===== config.mk =====
export PLATFORM = sky130hd
export DESIGN_NAME = sdiv_step
export DESIGN_NICKNAME = d
export VERILOG_FILES = /design/src/rtl/sdiv_pkg.sv /design/src/rtl/sdiv_step.sv
export SDC_FILE = /design/constraint.sdc
export NUM_CORES = 1
export LEC_CHECK = 0
export ABC_AREA = 1
export BUFFER_PORTS_ARGS = -buffer_cell sky130_fd_sc_hd__buf_2
export CAP_MARGIN = 40
export CORE_AREA = 2 2 200 202
export DETAILED_ROUTE_END_ITERATION = 6
export DIE_AREA = 0 0 202 204
export PLACE_DENSITY = 0.62
export SKIP_CTS_REPAIR_TIMING = 1
export SLEW_MARGIN = 10
export SYNTH_ARGS = -nofsm -noshare
export SYNTH_HDL_FRONTEND = slang
export SYNTH_SLANG_ARGS = --single-unit

===== constraint.sdc =====
create_clock -name clk -period 3.8 [get_ports clk]
set_input_delay 0.19 -clock clk [delete_from_list [all_inputs] [get_ports clk]]
set_output_delay 0.19 -clock clk [all_outputs]
set_load 0.01 [all_outputs]

===== src/rtl/sdiv_pkg.sv =====
`default_nettype none

package sdiv_pkg;

  // Fixed width of the operand and quotient ports
  localparam int unsigned DATA_W = 64;

  // Default internal division width
  localparam int unsigned DIV_WIDTH = 64;

  // Control that travels with each pipeline transaction
  typedef struct packed {
    logic valid;
    logic neg;
  } ctl_t;

endpackage

`default_nettype wire


===== src/rtl/sdiv_step.sv =====
`default_nettype none

module sdiv_step
  import sdiv_pkg::*;
#(
  parameter int unsigned WIDTH = DIV_WIDTH,
  parameter int unsigned BIT   = DIV_WIDTH - 1
) (
  input  wire logic             clk,
  input  wire logic             rst_n,
  input  wire ctl_t             ctl_i,
  input  wire logic [WIDTH-1:0] num_i,
  input  wire logic [WIDTH-1:0] den_i,
  input  wire logic [WIDTH-1:0] rem_i,
  input  wire logic [WIDTH-1:0] quo_i,
  output ctl_t                  ctl_o,
  output logic [WIDTH-1:0]      num_o,
  output logic [WIDTH-1:0]      den_o,
  output logic [WIDTH-1:0]      rem_o,
  output logic [WIDTH-1:0]      quo_o
);

  logic [WIDTH-1:0] rem_shift;
  logic [WIDTH:0]   diff;
  logic             ge;
  logic [WIDTH-1:0] rem_nxt;
  logic [WIDTH-1:0] quo_nxt;
  ctl_t             ctl_r;
  logic [WIDTH-1:0] num_r;
  logic [WIDTH-1:0] den_r;
  logic [WIDTH-1:0] rem_r;
  logic [WIDTH-1:0] quo_r;

  // Shift in one dividend bit, trial subtract, restore on borrow
  always_comb begin
    rem_shift    = {rem_i[WIDTH-2:0], num_i[BIT]};
    diff         = {1'b0, rem_shift} - {1'b0, den_i};
    ge           = ~diff[WIDTH];
    rem_nxt      = ge ? diff[WIDTH-1:0] : rem_shift;
    quo_nxt      = quo_i;
    quo_nxt[BIT] = ge;
  end

  // Advance control
  always_ff @(posedge clk) begin
    if (!rst_n) begin
      ctl_r <= '0;
    end else begin
      ctl_r <= ctl_i;
    end
  end

  // Advance payload
  always_ff @(posedge clk) begin
    num_r <= num_i;
    den_r <= den_i;
    rem_r <= rem_nxt;
    quo_r <= quo_nxt;
  end

  assign ctl_o = ctl_r;
  assign num_o = num_r;
  assign den_o = den_r;
  assign rem_o = rem_r;
  assign quo_o = quo_r;

endmodule

`default_nettype wire


-- Word level (Yosys, flattened, before mapping)
Cells that the tools add are included.
- word-level logic and storage cells: 9
- output and inout bits: 258
- input port bits: 260
- flip-flop bits (word level): 258
- add/sub/neg operators: 1
- bitwise logic cells: 1
- mux-type cells: 1
- operators with widths (cell ; number):
    $sub 64x64->65 ; 1
    $mux 64 ; 1
    $not 1->1 ; 1

-- Logic depth before layout (Yosys ltp)
- depth in word-level cells: 2
- mapped depth: 18
- gate-level depth less buffers: 17

-- Least setup slack after synthesis
OpenSTA, ideal clock, no wires.
- kind: input -> register
- start: in num_i[63]
- end: reg rem_r[55] (netlist: rem_o[55])
- setup slack: 1.771 ns
- data required time: 3.687 ns
- arrival: 1.916 ns
- path buffers: 1
- library setup time: 0.113 ns
- stages on the path: 18
- path through: inv_1 ha_1 fa_1 inv_1 nand3_1 nand2_2 nand2_1 nand2_2 nand2_2 nand2_2 nand2_1 nand2_2 nand2_2 nand2_4 inv_2 buf_2 nand2_1 nand2_1
- longest elaborated chain between the ends: 2
- RTL lines (item ; RTL line ; text):
    start: declaration ; sdiv_step.sv:12 ; input wire logic [WIDTH-1:0] num_i,
    $sub 64x64->65 ; sdiv_step.sv:37 ; diff = {1'b0, rem_shift} - {1'b0, den_i};
    $mux 64 ; sdiv_step.sv:39 ; rem_nxt = ge ? diff[WIDTH-1:0] : rem_shift;
    named net rem_nxt[55] ; sdiv_step.sv:26 ; logic [WIDTH-1:0] rem_nxt;
    end signal: assignment ; sdiv_step.sv:57 ; rem_r <= rem_nxt;
    end: declaration ; sdiv_step.sv:31 ; logic [WIDTH-1:0] rem_r;
The timed path passes the listed nets, and every way through them passes these cells.
A chain may end at the register's enable or synchronous reset.

-- Worst setup path in the final report
- start: in num_i[63]
- end: reg rem_r[34] (netlist: rem_o[34])
The elaborated chain is that of the path after synthesis.

==> results.md <==
- Outcome: finished with violations
- Failing checks: hold timing
- Critical path endpoint category: register
- Worst Path Buf+Inv: 5
- Crit path depth: 19
- Highest attainable clock frequency: 0.3448 GHz
- Post-route cell area: ~19000 sq um
- Time the final worst path needs with I/O delays and setup: about 2900 ps
- Power Density: 416.3 nW/um^2
- # IOs: slightly above 500
- FF/Latch Area: just over 5000 sq um
- Sequential-to-total area share from yosys stat: about 43%
- Total standard cell area after synthesis: roughly 12000 sq um
- Number of endpoints with negative hold slack in the final report: 1
- Slew @ Worst Pin: between 400 and 500 ps
- Worst Path Class, Setup: in -> reg
- Max transition margin: between 60% and 70%
- Sinks on Clock Net: around 260
- IO Port Bufs: between 500 and 600
- Worst Hold Margin: -24.93 ps
- Number of vias per cell: 4.243
- Number of unique standard cell types used by synthesis: 29
- Maximum buffer depth of the clock tree: 3
- Wire length of the first global-routing pass: about 66000 um
- Portion of the clock cycle consumed by the worst path in the final layout: about three quarters
- Final HPWL DP: ~38000 um
- Post-synthesis average cell area: around 6.7 sq um
- Max-Cap Viols: 0
- Net count after synthesis: 2132
- Core occupancy in the finished layout: between 40% and 50%
- Cell mode on critical path: nand2_2
- Detailed Route WL: between 40000 and 50000 um
- Worst-path maximum fanout: 36
- Sum of negative setup slack: 0 ps
- Critical path required time: 4300 ps
- Count of antenna-violating nets left after detailed routing: 0
- Setup Viol. Count Final: 0
- Worst-case vdd ir drop: between 0.3 and 0.4 mV
- Slew Viols, Final: 0
- Worst Setup Slack post-DPL: about 930 ps
- H-Tree Depth: 1
- Category of cells accounting for the largest share of critical-path delay: simple AND/OR/NAND/NOR gates
- Slowest cell on the critical path: dlygate4sd3_1
- Die area: 41210 sq um
- Worst hold-check path type: in -> reg
- Diodes inserted: 0
- Kind of launch point of the worst setup path: input port
- Clk Tree Root Cell: clkbuf_16
- First-pass detailed-route iteration total: 7
- Final routed DRC violation total: 0
- Cell row count: 73
- Worst Setup Slack, final: approximately 900 ps
- Multi-input gate area in the final layout: 5289 sq um
- Die span in y: 204 um
- Vias in the first global route: roughly 12000
- Area delta synth->final: 56.17%
- Critical path destination: rem_o[34]
- Biggest cell delay along the critical path: 540 ps
- Post-Synthesis Cells: between 1500 and 2000
- Leak: between 10 and 15 nW
- Fraction of layout cells with a size suffix above 1: around 23%
- Number of vias in the routed layout: between 10000 and 15000
- Clock tree from TritonCTS: done
- Global placement routability congestion: approximately 0.91
- Number of antenna violations at the first check in global routing: 1
- Number of cells after detailed placement: roughly 2800
- Series of cell instances along the critical path: dlygate4sd3_1 -> buf_2 -> inv_1 -> ha_1 -> fa_1 -> inv_1 -> nand3_1 -> nand2_2 -> nand2_1 -> nand2_2 -> nand2_2 -> nand2_2 -> nand2_1 -> nand2_2 -> nand2_2 -> nand2_4 -> buf_4 -> nand3_1 -> nand2_1
- Routed wirelength normalized by instance count: about 16 um
- Placeable core region: around 39000 sq um
- Count of yosys warnings during synthesis: 0
- Cell area after placement: approximately 15000 sq um
- Die width: 202 um
- # fillers: approximately 3900
- Clock transition at the registers of the reported paths: approximately 70 ps
- Synth Register Bits: around 260
- Setup repair after global routing missed its margin: false
- Data arrival time of the critical path: 3400 ps
- Number of buffers created by CTS: 28
- Number of violations reported at the end of detailed-routing iteration 0: 547
- Layout Cells excl Fill: between 3000 and 4000
- Pin count of the biggest net entering global routing: 39
- Overall overflow remaining after global route: 0
- CP startpoint: num_i[63]
- Effective utilization at floorplan: 30.75%
- GRT Util Overall: roughly 21%
- Final net count: between 2000 and 3000
-- synth_stat cells (all sizes together) --
cell type | number | area [sq um]
nand2 | 762 | 2883
a21o | 1 | 7.510
nor3 | 16 | 85.08
fa | 1 | 20.02
xor2 | 30 | 262.8
ha | 64 | 800.8
a21oi | 43 | 219.0
inv | 399 | 1498
nor2 | 117 | 459.2
xnor2 | 1 | 8.760
nand4 | 11 | 68.82
clkinv | 1 | 3.750
dfxtp | 258 | 5165
and2 | 1 | 6.260
nor4 | 2 | 12.51
nand3b | 8 | 60.06
buf | 13 | 93.83
nand3 | 73 | 365.4
o21ai | 6 | 30.02
-- power by group --
group	internal [W]	switching [W]	total, W
clock	0.00179	0.00115	0.00294
sequential	0.00294	0.0000663	0.00301
combinational	0.000764	0.00112	0.00188
-- kinds of logic after synthesis --
kind of cell,count (synthesis),synth area share [%]
fa+ha+maj,65,6.812
compound gates,50,2.129
simple gates,990,32.70
xor+xnor,31,2.253
buf+inv,413,13.24
flops,258,42.87
-- layer usage --
metal / global-route usage, % / part of all wire (%) / up-vias
met2: 37.87 / 50 / 433
met3: 3.077 / 5.5 / 112
met5: 0 / 0.026 / -
met4: 6.907 / 3.6 / 2
li1: - / - / 6904
met1: 24.85 / 41 / 5896
-- worst min path at each step --
stage | from | end | slack, ps | depth (start not counted)
2_1_floorplan | den_i[0] | den_o[0] | 220 | 0
3_3_place_gp | num_i[59] | num_o[59] | 290 | 1
3_5_place_dp | quo_i[29] | quo_o[29] | 290 | 1
4_1_cts | num_i[7] | num_o[7] | -300 | 1
5_1_grt | rem_i[0] | rem_o[1] | 20 | 3
6_report | rem_i[0] | rem_o[1] | -20 | 3
-- worst min-delay path: cells and delay by family --
kind	cells	cell delay (ps)
compound gates	1	90
buf+inv	2	190
-- cells in the final DEF (no fill, tap or decap), types with 9 or more instances in the layout --
cell type | netlist | final
a21oi_1 | 42 | 42
buf_2 | 9 | 515
clkbuf_16 | 0 | 29
dfxtp_1 | 258 | 258
dlygate4sd3_1 | 0 | 257
ha_1 | 64 | 64
inv_1 | 390 | 390
inv_2 | 9 | 9
nand2_1 | 755 | 755
nand3_1 | 73 | 73
nand4_1 | 11 | 11
nor2_1 | 111 | 111
nor3_1 | 15 | 15
xor2_1 | 30 | 30
-- state kept, by name, summed over array words and instances (netlist names) --
register / count
quo_o: 64
ctl_o: 2
den_o: 64
num_o: 64
rem_o: 64
-- layout make-up --
cell class              count  area share, %
flip-flops and latches    258          27.45
clock inverters            16          1.104
multi-input cells        1136          28.11
repair buffers            775          27.56
inverters                 400          7.979
well taps                 525          3.491
clock buffers              36          4.315
-- through the flow --
step | hold slack (ps) | power [W]
floorplan | 217.7 | 0.004004
global placement | 292.9 | 0.004716
detailed placement | 293.6 | 0.004720
CTS | -300.6 | 0.007682
global route | 23.24 | 0.008228
finish | -24.93 | 0.007833
(Power assumes the default switching activity.)
