<file path="src/rtl/sdiv_pkg.sv">
`default_nettype none

package sdiv_pkg;

  // Fixed width of the operand and quotient ports
  localparam int unsigned DATA_W = 64;

  // Default internal division width
  localparam int unsigned DIV_WIDTH = 64;

  // Control that travels with each pipeline transaction
  typedef struct packed {
    logic valid;
    logic neg;
  } ctl_t;

endpackage

`default_nettype wire

</file>
<file path="src/rtl/sdiv_post.sv">
`default_nettype none

module sdiv_post
  import sdiv_pkg::*;
#(
  parameter int unsigned WIDTH = DIV_WIDTH
) (
  input  wire logic             clk,
  input  wire logic             rst_n,
  input  wire ctl_t             ctl_i,
  input  wire logic [WIDTH-1:0] quo_i,
  output logic                  valid_o,
  output logic [DATA_W-1:0]     quotient_o
);

  logic signed [WIDTH-1:0] quo_signed;
  logic                    valid_r;
  logic [DATA_W-1:0]       quotient_r;

  // Apply the sign; a wrap of the most negative value is intended
  assign quo_signed = ctl_i.neg ? signed'(~quo_i + 1'b1) : signed'(quo_i);

  // Drive the result strobe
  always_ff @(posedge clk) begin
    if (!rst_n) begin
      valid_r <= 1'b0;
    end else begin
      valid_r <= ctl_i.valid;
    end
  end

  // Sign-extend to the port width
  always_ff @(posedge clk) begin
    quotient_r <= DATA_W'(quo_signed);
  end

  assign valid_o    = valid_r;
  assign quotient_o = quotient_r;

endmodule

`default_nettype wire

</file>
<file path="config.mk">
export PLATFORM = sky130hd
export DESIGN_NAME = sdiv_post
export DESIGN_NICKNAME = d
export VERILOG_FILES = /design/src/rtl/sdiv_pkg.sv /design/src/rtl/sdiv_post.sv
export SDC_FILE = /design/constraint.sdc
export NUM_CORES = 1
export LEC_CHECK = 0
export ABC_AREA = 1
export BUFFER_PORTS_ARGS = -buffer_cell sky130_fd_sc_hd__clkbuf_2
export CAP_MARGIN = 20
export CORE_MARGIN = 5
export CORE_UTILIZATION = 45
export DETAILED_ROUTE_END_ITERATION = 10
export GPL_TIMING_DRIVEN = 1
export HOLD_SLACK_MARGIN = 0.05
export PLACE_DENSITY_LB_ADDON = 0.12
export RECOVER_POWER = 100
export SYNTH_ARGS = -nofsm -noshare
export SYNTH_HDL_FRONTEND = slang
export SYNTH_SLANG_ARGS = --single-unit
</file>
<file path="constraint.sdc">
create_clock -name clk -period 1.64 [get_ports clk]
set_clock_uncertainty 0.15 [all_clocks]
set_input_delay 0.082 -clock clk [delete_from_list [all_inputs] [get_ports clk]]
set_output_delay 0.082 -clock clk [all_outputs]
set_load 0.05 [all_outputs]
</file>
## Yosys cells after proc, flatten, opt, wreduce, memory -nomap -nowiden

Cells that the tools add are included.

| word-level totals | value |
|---|---|
| input bits | 68 |
| bits in registers | 65 |

| cells by class | value |
|---|---|
| multiplexer cells | 1 |
| bitwise operators | 1 |
| add/subtract/negate cells | 1 |

Operator list:

| cell | number |
|---|---|
| adder 64 x 1 -> 64 bit (second input constant) | 1 |
| 2-to-1 mux 64 bit | 1 |
| inverter 64 bit | 1 |

## Logic depth before layout (Yosys ltp)

Gate-level depths: netlist (run 1).

| depth | value |
|---|---|
| word-level depth | 3 |
| depth in mapped cells | 11 |
| mapped depth without buffers | 11 |

## Worst setup path after synthesis (run 1)

OpenSTA, ideal clock, no wires.

| timing path | value |
|---|---|
| path kind | input to register |
| from | input port quo_i[1] |
| to | register quotient_r[34] (netlist: quotient_o[34]) |
| required time | 1.373 ns |
| setup slack | 0.262 ns |
| arrival | 1.110 ns |
| cell stages on the path | 8 |
| cell sequence | inv_1 > ha_1 > nand3_4 > o21ai_2 > nand2_1 > nor2_4 > nand2_1 > xor2_1 |

| on the way | value |
|---|---|
| cells in the longest elaborated chain, start to end | 3 |

Ends and longest elaborated chain:

| element | RTL line | text |
|---|---|---|
| from (decl) | sdiv_post.sv:11 | `input wire logic [WIDTH-1:0] quo_i,` |
| inverter 64 bit | sdiv_post.sv:21 | `assign quo_signed = ctl_i.neg ? signed'(~quo_i + 1'b1) : signed'(quo_i);` |
| adder 64 x 1 -> 64 bit | sdiv_post.sv:21 |  |
| 2-to-1 mux 64 bit | sdiv_post.sv:21 |  |
| named net quo_signed[34] | sdiv_post.sv:16 | `logic signed [WIDTH-1:0] quo_signed;` |
| to (signal assigned) | sdiv_post.sv:34 | `quotient_r <= DATA_W'(quo_signed);` |
| to (decl) | sdiv_post.sv:18 | `logic [DATA_W-1:0] quotient_r;` |

The timed path passes the listed nets, and every way through them passes these cells.
A chain may end at the register's enable or synchronous reset.

## Worst setup path in the final report (run 1)

| timing path | value |
|---|---|
| from | input port quo_i[43] |
| to | register quotient_r[63] (netlist: quotient_o[63]) |

The elaborated chain is that of the path after synthesis.

==> results of run 1 <==
## worst max-delay path: cells and delay by family
family / cells / cell delay (ns)
AO/OA/AOI/OAI: 1 / 0.18
AND/OR/NAND/NOR: 6 / 0.54
buffers and inverters: 3 / 0.85
## area by class of cell
cell class	count	area (µm²)	share of cell area
clock buffers	13	149	0.0274
clock inverters	3	40.0	0.00738
inverters	50	188	0.0346
multi-input cells	436	2220	0.409
flip-flops and latches	65	1300	0.240
well taps	105	131	0.0242
repair buffers	214	1400	0.258
## metrics by stage
step | setup WS, ns | hold WS (ns)
2_1_floorplan | 0.262 | -0.0403
3_3_place_gp | 0.0285 | 0.0508
3_5_place_dp | -0.0302 | 0.0562
4_1_cts | 0.00925 | -0.122
5_1_grt | -0.00834 | -0.0799
6_report | 0.0838 | -0.113
## where the power goes
| part | switching, µW | total [µW] | internal [µW] |
|---|---|---|---|
| Combinational | 997 | 1390 | 395 |
| Clock | 634 | 1380 | 742 |
| Sequential | 40.5 | 1770 | 1730 |
## cells in the final DEF, fill, tap and decap left out, types with 3 or more instances in the layout
cell type      instances
clkbuf_1              71
o21ai_0                8
o21ai_1                3
dfxtp_1               65
a21oi_1                3
nor2_2                18
nand2_1              184
buf_4                 13
xor2_1                19
clkbuf_8              10
dlygate4sd3_1         65
nor2_1                85
o21ai_2                6
nand3_2                3
nand3_1               45
o21ai_4                4
clkbuf_2              60
nand4_1               20
inv_1                 42
inv_2                  8
nand2_2                7
xnor2_1               13
nor2_4                 9
## repair_timing
action,in CTS,in global routing
hold buffers,67,3
setup endpoints to repair,0,33
gates resized for setup,0,55
buffers inserted,0,6
endpoints found under the hold margin,65,5
## kinds of logic after synthesis
logic type      Yosys count  synth area share
compound gates           25            0.0518
xor+xnor                 32            0.0758
fa+ha+maj                 1           0.00338
buf+inv                  57            0.0656
flops                    65             0.352
simple gates            378             0.452
## per-layer routing
metal  track usage  vias up  wire (µm)
met4        0.0725        0        180
met5             0        -          0
met2         0.415      169       6120
li1              -     2204          -
met3        0.0422       16       1010
met1         0.347     2011       5780
## registers in the layout, summed over array words and instances, names as in the netlist
signal      cells
valid_o         1
quotient_o     64
## how the worst max path moves through the flow
stage                     startpoint              to  cells past startpoint
after global routing       quo_i[53]  quotient_o[60]                     12
after global placement      quo_i[0]  quotient_o[58]                     10
final                      quo_i[43]  quotient_o[63]                     10
after CTS                   quo_i[9]  quotient_o[63]                     10
after detailed placement    quo_i[0]  quotient_o[48]                     10
after floorplan             quo_i[1]  quotient_o[34]                      8
==> impl_results.md, run 1 <==
- Status: finished, violations left
- Violated checks: hold timing
- Slowest-stage cell, CP: dlygate4sd3_1
- Commonest cells post-synth: nand2_1, nor2_1, dfxtp_1
- Routed len/inst: 14.8 µm
- Avg Inst Size Synth: 6.63 µm²
- DRT Pass-1 Iters: 5
- Total grt overflow: 0
- Design Area, Final: 5430 µm²
- Worst Setup End Kind: flip-flop
- # IOs: 133
- Mapped Area: 3700 µm²
- Placer Congestion: 0.954
- Antenna diode count: 0
- Vias post-DR: 4400
- Ys flop type: dfxtp_1
- Pwr per Cell Area: 835 nW/µm²
- GRT Total Usage: 0.255
- Largest area contributor in the netlist: dfxtp_1
- Number of CTS-inserted buffers: 9
- Vias in the first global route: 4110
- Post-Syn Instances: 558
- DPL Wire Length: 9.93 mm
- DRC violation total after the first TritonRoute iteration: 265
- # rows: 33
- Layout cell share with drive strength beyond 1: 0.192
- Worst-margin pin slew: 0.617 ns
- Peak VDD IR: 0.550 mV
- Crit share post-route: 0.949
- Clock Sinks: 65
- Final Power: 4530 µW
- Initial Utilization: 0.457
- Clock transition at path regs: 0.07 ns
- CTS root buf: clkbuf_8
- Slew Viols, Final: 0
- Max-cap violations: 0
- Net Count, Synth: 627
- YS warnings: 0
- Hold Path Origin: quo_i[38]
- Initial antenna violation count: 0
- Die footprint: 10100 µm²
- Top post-synthesis cells by area: dfxtp_1, nand2_1, nor2_1
- Most common cell on crit path: nand2_1
- Post-synth EDFFs: 0
- Critical path cell sequence: dlygate4sd3_1 > clkbuf_2 > inv_1 > nand3_2 > nor2_2 > nand2_1 > o21ai_2 > nand2_1 > nand2_1 > nand2_1
- Seq cells post-synth: 65
- Fmax: 0.643 GHz
- Fin. Hold Viols: 2
- Final Util: 0.671
- Min Tclk post-route: 1.56 ns
- Rel. slew slack: 0.590
- Hold path cells: 3
- CTS Buffer Depth: 2
- Residual DRC count: 0
- Placement Cell Area: 4540 µm²
- Vias per cell: 4.97
- First-pass GRT wire length: 20.3 mm
- Core Area: 8090 µm²
- Crit path largest cell delay: 0.54 ns
- Fin nets: 845
- Crit start category: input port
- Hold WS: -0.113 ns
- Top-area cell type share of the netlist area: 0.352
- Layout fillers: 793
- Placed insts: 800
- CTS tree: yes
- H-tree Lvls: 3
- Critical path arrival: 1.65 ns
- Pin count of the biggest net entering global routing: 23
- Hold WC Path Type: input port to flip-flop
- Area grow syn2layout: 46.8%
- Lkg Pwr: 0.00248 µW
- Required @ worst endpoint: 1.74 ns
- Netlist cell types: 29
- Routed wire length: 13.1 mm
- # port buffers: 132
- Setup TNS: 0 ns
- ANT nets after route: 0
- Die width: 101 µm
- Asr flop ratio synth: 0
- Sequential area share after synthesis: 0.352
- Maximum fanout along the worst path: 3
- Final Setup Violations: 0
- Final cell count without fillers: 886
- Hold path endpoint: quotient_o[38]
- Most frequent cell after synthesis: nand2_1
- Critical setup path kind: input port to flip-flop
- Die Ht: 101 µm
Power figures use the tool's default switching activity.
==> inputs of run 2 (changes only) <==
- clock period: 1.64 -> 1.61 ns (I/O delays scaled with it)
==> run 2 against run 1 <==
Effect of this change: combinational power about the same; largest power group unchanged; via count increased by 0.89%; sequential power is essentially flat; clock-buffer cell count decreased by 1; sequential cell count stayed put; critical path depth rose by 2; the flow still finishes with violations (hold timing); wire length grew 1.2%; worst hold slack better by 0.023 ns.
==> impl_results.md, run 2 (synthesis gave the netlist of run 1 again) <==
- Critical Path Source: quo_i[47] (was quo_i[43])
- # IOs: 133 (unchanged)
- Crit share post-route: 0.955
- Hold WC Path Type: input port to flip-flop (unchanged)
- Fmax: 0.650 GHz
- Critical path arrival: 1.63 ns (was 1.65 ns)
- Status: finished, violations left (unchanged)
- Placement Cell Area: 4570 µm² (was 4540 µm²)
- Worst Setup End Kind: flip-flop (unchanged)
- Final Util: 0.667 (was 0.671)
- Min Tclk post-route: 1.54 ns
- Placer Congestion: 0.981 (was 0.954)
- Pin count of the biggest net entering global routing: 23 (unchanged)
- Max reg flops: 64 (unchanged)
- Hold path cells: 3 (unchanged)
- Slew Viols, Final: 0 (unchanged)
- H-tree Lvls: 3 (unchanged)
- Routed len/inst: 14.9 µm (was 14.8 µm)
- Max-cap violations: 0 (unchanged)
- Fin nets: 850 (was 845)
- Vias post-DR: 4439 (was 4400)
- Die Ht: 101 µm (unchanged)
- Lkg Pwr: 0.00247 µW (was 0.00248 µW)
- Routed wire length: 13.2 mm (was 13.1 mm)
- Number of CTS-inserted buffers: 9 (unchanged)
- Vias per cell: 4.99 (was 4.97)
- Fin. Hold Viols: 1 (was 2)
- Setup TNS: 0 ns (unchanged)
- Pwr per Cell Area: 879 nW/µm² (was 835 nW/µm²)
- # port buffers: 132 (unchanged)
- # rows: 33 (unchanged)
- Residual DRC count: 0 (unchanged)
- Design Area, Final: 5400 µm² (was 5430 µm²)
- GRT Total Usage: 0.263 (was 0.255)
- CTS tree: yes (unchanged)
- DPL Wire Length: 9.98 mm (was 9.93 mm)
- Area occupied by multi-input gates: 2170 µm² (was 2220 µm²)
- RSZ-0062 raised after global routing: true
- Commonest non-fill, non-tap cells in the layout: nand2_1, nor2_1, clkbuf_1 (unchanged)
- Register area: 1300 µm² (unchanged)
- Violated checks: hold timing (unchanged)
- Vias in the first global route: 4183 (was 4110)
- Maximum fanout along the worst path: 3 (unchanged)
- Clock transition at path regs: 0.07 ns (about the same)
- DRC violation total after the first TritonRoute iteration: 287 (was 265)
- Final Setup Violations: 0 (unchanged)
- Crit path to: quotient_o[60] (was quotient_o[63])
- First-pass GRT wire length: 20.8 mm (was 20.3 mm)
- Critical setup path kind: input port to flip-flop (unchanged)
- Initial Utilization: 0.457 (unchanged)
- Peak VDD IR: 0.704 mV (was 0.550 mV)
- Crit start category: input port (unchanged)
- Layout fillers: 786 (was 793)
- Rel. slew slack: 0.582 (was 0.590)
- Worst-margin pin slew: 0.630 ns (was 0.617 ns)
- Area grow syn2layout: 45.9% (was 46.8%)
- Hold WS: -0.0896 ns (was -0.113 ns)
- CTS root buf: clkbuf_8 (unchanged)
- Clock Sinks: 65 (unchanged)
- Antenna diode count: 0 (unchanged)
- Required @ worst endpoint: 1.70 ns (was 1.74 ns)
- Die footprint: 10100 µm² (unchanged)
- Initial antenna violation count: 0 (unchanged)
- Total grt overflow: 0 (unchanged)
- DRT Pass-1 Iters: 5 (unchanged)
- Commonest non-fill, non-tap cell in the layout: nand2_1 (unchanged)
- Layout cell share with drive strength beyond 1: 0.181 (was 0.192)
- Die width: 101 µm (unchanged)
- Core Area: 8090 µm² (unchanged)
- ANT nets after route: 0 (unchanged)
- CTS Buffer Depth: 2 (unchanged)
-- run 2: changes by cell type in the layout (fill, tap and decap cells not counted), moves of 3 or more --
| cell | before | now |
|---|---|---|
| inv_2 | 8 | 5 |
| nor2_1 | 85 | 88 |
| clkbuf_1 | 71 | 75 |
| dlygate4sd3_1 | 65 | 69 |
| buf_4 | 13 | 16 |
| o21ai_1 | 3 | 8 |
| nor2_4 | 9 | 4 |
| o21ai_4 | 4 | 1 |
| nand3_2 | 3 | 8 |
| inv_1 | 42 | 45 |
| nand3_1 | 45 | 42 |
-- run 2: critical path: stages --
cell	delay [ns]
dlygate4sd3_1	0.54
clkbuf_2	0.13
nor2_2	0.13
nand2_1	0.12
nor2_2	0.13
nand2_1	0.11
nor2_2	0.14
nand2_1	0.06
nand2_1	0.06
nand2_1	0.04
nand2_1	0.05
nand2_1	0.04
-- run 2: through the flow --
step                power, µW  std cells  setup slack, ns  hold slack (ns)
finish                   4740        890           0.0727          -0.0896
global route             4960        890          -0.0367          -0.0946
CTS                      4790        888           0.0117          -0.0980
detailed placement       3130        804          -0.0327           0.0548
global placement         3120        804        -0.000404           0.0486
floorplan                2720        558            0.234          -0.0418
-- run 2: metal layers --
| metal | track usage | share of wire | up-vias |
|---|---|---|---|
| met5 | 0 | 0 | - |
| met4 | 0.0798 | 0.016 | 0 |
| met3 | 0.0498 | 0.087 | 16 |
| met2 | 0.423 | 0.45 | 190 |
| met1 | 0.358 | 0.44 | 2026 |
| li1 | - | - | 2207 |
-- run 2: cell type report --
class	count	area share
Multi-Input combinational cell	437	0.401
Timing Repair Buffer	218	0.259
Sequential cell	65	0.241
Inverter	50	0.0348
Clock buffer	12	0.0269
Tap cell	105	0.0243
Clock inverter	3	0.0121
-- run 2: worst min path at each step --
stage / slack (ns) / end / startpoint
6_report: -0.09 / quotient_o[38] / quo_i[38]
5_1_grt: -0.09 / quotient_o[38] / quo_i[38]
4_1_cts: -0.1 / quotient_o[38] / quo_i[38]
2_1_floorplan: -0.04 / quotient_o[0] / quo_i[0]
3_5_place_dp: 0.05 / quotient_o[0] / quo_i[0]
3_3_place_gp: 0.05 / quotient_o[0] / quo_i[0]
-- run 2: timing repair --
item	4_1_cts	5_1_grt
gates resized for setup	0	31
setup buffers	0	2
endpoints found under the hold margin	65	2
hold buffers	69	1
setup endpoints to repair	0	16
-- run 2: report_power, final --
group          total (µW)  internal (µW)  switching [µW]
combinational        1400            391            1010
clock                1540            906             636
sequential           1800           1760            40.3
==> inputs of run 3 (changes only) <==
- BUFFER_PORTS_ARGS: -buffer_cell sky130_fd_sc_hd__clkbuf_2 -> not set
- CORE_UTILIZATION: 45 -> 64
- DONT_BUFFER_PORTS: not set -> 1
==> run 3 against run 2 <==
Effect of this change: the flow now stops in global routing; synthesized cell count did not move; area after synthesis is the same.
==> impl_results.md, run 3 <==
- Sequential area share after synthesis: 0.352 (unchanged)
- Status: stopped before the end (was finished, violations left)
- Synth Area in Simple Gates: 0.452 (unchanged)
- Total grt overflow: 48
- Top post-synthesis cells by area: dfxtp_1, nand2_1, nor2_1 (unchanged)
- # rows: 27 (was 33)
- DPL Wire Length: 8.98 mm (was 9.98 mm)
- GRT Total Usage: 0.661
- Clock Sinks: 65 (unchanged)
- GRT repair_timing worst endpoint: quotient_o[39]$_DFF_P_/D
- # IOs: 133 (unchanged)
- Pin count of the biggest net entering global routing: 49
- Placer Congestion: 0.911 (was 0.981)
- Ys flop type: dfxtp_1 (unchanged)
- Post-cts resize count: 0 (unchanged)
- H-tree Lvls: 3 (unchanged)
- Net Count, Synth: 627 (unchanged)
- Last stage reached: global routing
- Number of CTS-inserted buffers: 9 (unchanged)
- Synth Area in Compound Gates: 0.0518 (unchanged)
- Commonest cells post-synth: nand2_1, nor2_1, dfxtp_1 (unchanged)
- Synth Area in XOR/XNOR: 0.0758 (unchanged)
- Asr flop ratio synth: 0 (unchanged)
- Placement Cell Area: 3740 µm² (was 4570 µm²)
- Largest area contributor in the netlist: dfxtp_1 (unchanged)
- Post-Syn Instances: 558 (unchanged)
- Placed insts: 624 (was 804)
- Die width: 86.0 µm (was 101 µm)
- Top-area cell type share of the netlist area: 0.352 (unchanged)
- CTS root buf: clkbuf_8 (unchanged)
- Post-synth EDFFs: 0 (unchanged)
- Avg Inst Size Synth: 6.63 µm² (unchanged)
- Seq cells post-synth: 65 (unchanged)
- Die Ht: 86.0 µm (was 101 µm)
- # port buffers: 0 (was 132)
- Most frequent cell after synthesis: nand2_1 (unchanged)
- YS warnings: 0 (unchanged)
- Error: [ERROR GRT-0232] Routing congestion too high. Check the congestion heatmap in the GUI.
- Largest family of logic cells by synthesized area: simple AND/OR/NAND/NOR gates (unchanged)
- CTS Buffer Depth: 2 (unchanged)
- Mapped Area: 3700 µm² (unchanged)
- Mux contribution to synthesized area: 0 (unchanged)
- Netlist cell types: 29 (unchanged)
- Initial Utilization: 0.664 (was 0.457)
- Worst EP kind: sequential cell input
- Adder-Cell Fraction of Synth Area: 0.00338 (unchanged)
==> run 3: cell families after synthesis <==
kind of cell,count (synthesis)
simple gates,378
buf+inv,57
compound gates,25
flops,65
fa+ha+maj,1
xor+xnor,32
==> run 3: what timing repair did <==
| item | in CTS |
|---|---|
| endpoints found under the hold margin | 65 |
| hold buffers | 98 |
| buffers inserted | 0 |
| endpoints found under the setup margin | 0 |
==> run 3: metrics by stage <==
| stage | util | setup slack [ns] |
|---|---|---|
| 2_1_floorplan | - | 0.234 |
| 3_3_place_gp | 0.671 | 0.0825 |
| 3_5_place_dp | 0.671 | 0.00454 |
| 4_1_cts | 0.890 | 0.000159 |
==> run 3: metal layers <==
layer,global-route usage,overflow
met5,0,0
met4,0.717,25
met3,0.466,1
met2,0.864,22
met1,0.643,0
==> inputs of run 4 (changes only) <==
- CORE_UTILIZATION: 64 -> 40
- HOLD_SLACK_MARGIN: 0.05 -> not set
- PLACE_DENSITY_LB_ADDON: 0.12 -> 0.15
==> run 4 against run 3 <==
Effect of this change: the flow now finishes, with violations (hold timing).
==> impl_results.md, run 4 (synthesis gave the netlist of run 1 again) <==
- Total grt overflow: 0
- Buffers & Inverters on Critical Path: 2
- Final Setup Violations: 0
- CTS tree: yes
- Lkg Pwr: 0.00215 µW
- DRC violation total after the first TritonRoute iteration: 229
- # port buffers: 0 (unchanged)
- CTS root buf: clkbuf_8 (unchanged)
- Status: finished, violations left (was stopped before the end)
- Setup TNS: 0 ns
- Hold Path Origin: ctl_i[0]
- Delay-heaviest family, CP: buffers and inverters
- Slew Viols, Final: 0
- Fmax: 0.651 GHz
- Final Power: 4340 µW
- Vias in the first global route: 3813
- Pin count of the biggest net entering global routing: 62
- Required @ worst endpoint: 1.70 ns
- Die footprint: 11300 µm²
- Commonest non-fill, non-tap cell in the layout: nand2_1
- Pwr per Cell Area: 896 nW/µm²
- Maximum fanout along the worst path: 4
- Hold WC Path Type: input port to flip-flop
- Clock Sinks: 65 (unchanged)
- Crit share post-route: 0.955
- # rows: 35 (was 27)
- Initial antenna violation count: 0
- Most common cell on crit path: nand2_1
- Crit path largest cell delay: 0.58 ns
- Critical path cell sequence: dlygate4sd3_1 > inv_1 > nand3_1 > nor2_1 > nand2_1 > o21ai_1 > nand2_1 > nand2_1 > nand2_1
- Crit start category: input port
- Vias post-DR: 3808
- Residual DRC count: 0
- Slowest-stage cell, CP: dlygate4sd3_1
- Worst Setup End Kind: flip-flop
- Commonest non-fill, non-tap cells in the layout: nand2_1, nor2_1, dlygate4sd3_1
- Placer Congestion: 0.916 (was 0.911)
- Max reg flops: 64
- Layout cell share with drive strength beyond 1: 0.113
- DPL Wire Length: 9.59 mm (was 8.98 mm)
- Routed len/inst: 17.1 µm
- Fin. Hold Viols: 48
- Critical path arrival: 1.63 ns
- Critical setup path kind: input port to flip-flop
- Vias per cell: 5.02
- Die Ht: 106 µm (was 86.0 µm)
- Number of CTS-inserted buffers: 9 (unchanged)
- Die width: 106 µm (was 86.0 µm)
- Hold WS: -0.281 ns
- Fin nets: 713
- H-tree Lvls: 3 (unchanged)
- Routed wire length: 13.0 mm
- Max-cap violations: 0
- Min Tclk post-route: 1.54 ns
- Rel. slew slack: 0.638
- GRT Total Usage: 0.229
- Antenna diode count: 0
- Worst-margin pin slew: 0.542 ns
- CTS Buffer Depth: 2 (unchanged)
- Peak VDD IR: 0.434 mV
- Hold path endpoint: quotient_o[60]
- Core Area: 9110 µm²
- Clock transition at path regs: 0.07 ns
- Initial Utilization: 0.406 (was 0.664)
- Area grow syn2layout: 31.1%
- Hold path cells: 2
- DRT Pass-1 Iters: 5
- Violated checks: hold timing
- ANT nets after route: 0
- # IOs: 133 (unchanged)
- First-pass GRT wire length: 20.0 mm
==> run 4: final cells by class <==
type                            count  area [µm²]
Sequential cell                    65        1300
Fill cell                         945        4260
Inverter                           50         188
Clock buffer                       11         141
Timing Repair Buffer               82         823
Clock inverter                      3        42.5
Multi-Input combinational cell    436        2210
Tap cell                          111         139
==> run 4: worst max-delay path by stage <==
| stage | from | end | slack (ns) | cells past startpoint |
|---|---|---|---|---|
| CTS | quo_i[18] | quotient_o[63] | 0.003 | 9 |
| detailed placement | quo_i[1] | quotient_o[58] | -0.01 | 9 |
| global route | quo_i[9] | quotient_o[42] | -0.03 | 7 |
| finish | quo_i[48] | quotient_o[63] | 0.07 | 9 |
| floorplan | quo_i[1] | quotient_o[34] | 0.23 | 8 |
| global placement | quo_i[1] | quotient_o[58] | 0.02 | 9 |
==> run 4: metrics by stage <==
stage / utilization / std cells / hold slack (ns) / setup slack [ns] / instance area [µm²]
after CTS: 0.523 / 756 / -0.312 / 0.00314 / 4760
final: 0.532 / 758 / -0.281 / 0.0730 / 4850
after global routing: 0.532 / 758 / -0.272 / -0.0302 / 4850
after global placement: 0.418 / 665 / -0.0417 / 0.0199 / 3800
after detailed placement: 0.418 / 665 / -0.0416 / -0.0107 / 3800
after floorplan: - / 558 / -0.0418 / 0.234 / 3700
==> run 4: routing by layer <==
metal  track usage  routed length [µm]  vias up  part of all wire
met5             0                   0        -                 0
met4        0.0546                 114        0            0.0088
met3        0.0607                1040       11             0.080
met2         0.376                6000      130              0.46
met1         0.301                5810     1734              0.45
li1              -                   -     1933                 -
==> run 4: power breakdown <==
group          switching, µW  internal, µW  total [µW]
sequential               592          1760        2350
clock                    618           739        1360
combinational            333           300         634
==> run 4: what timing repair did <==
action / 4_1_cts / 5_1_grt
hold buffers: 77 / 1
setup buffers: 0 / 1
setup endpoints to repair: 0 / 27
resized for setup: 0 / 35
hold endpoints to repair: 65 / 48
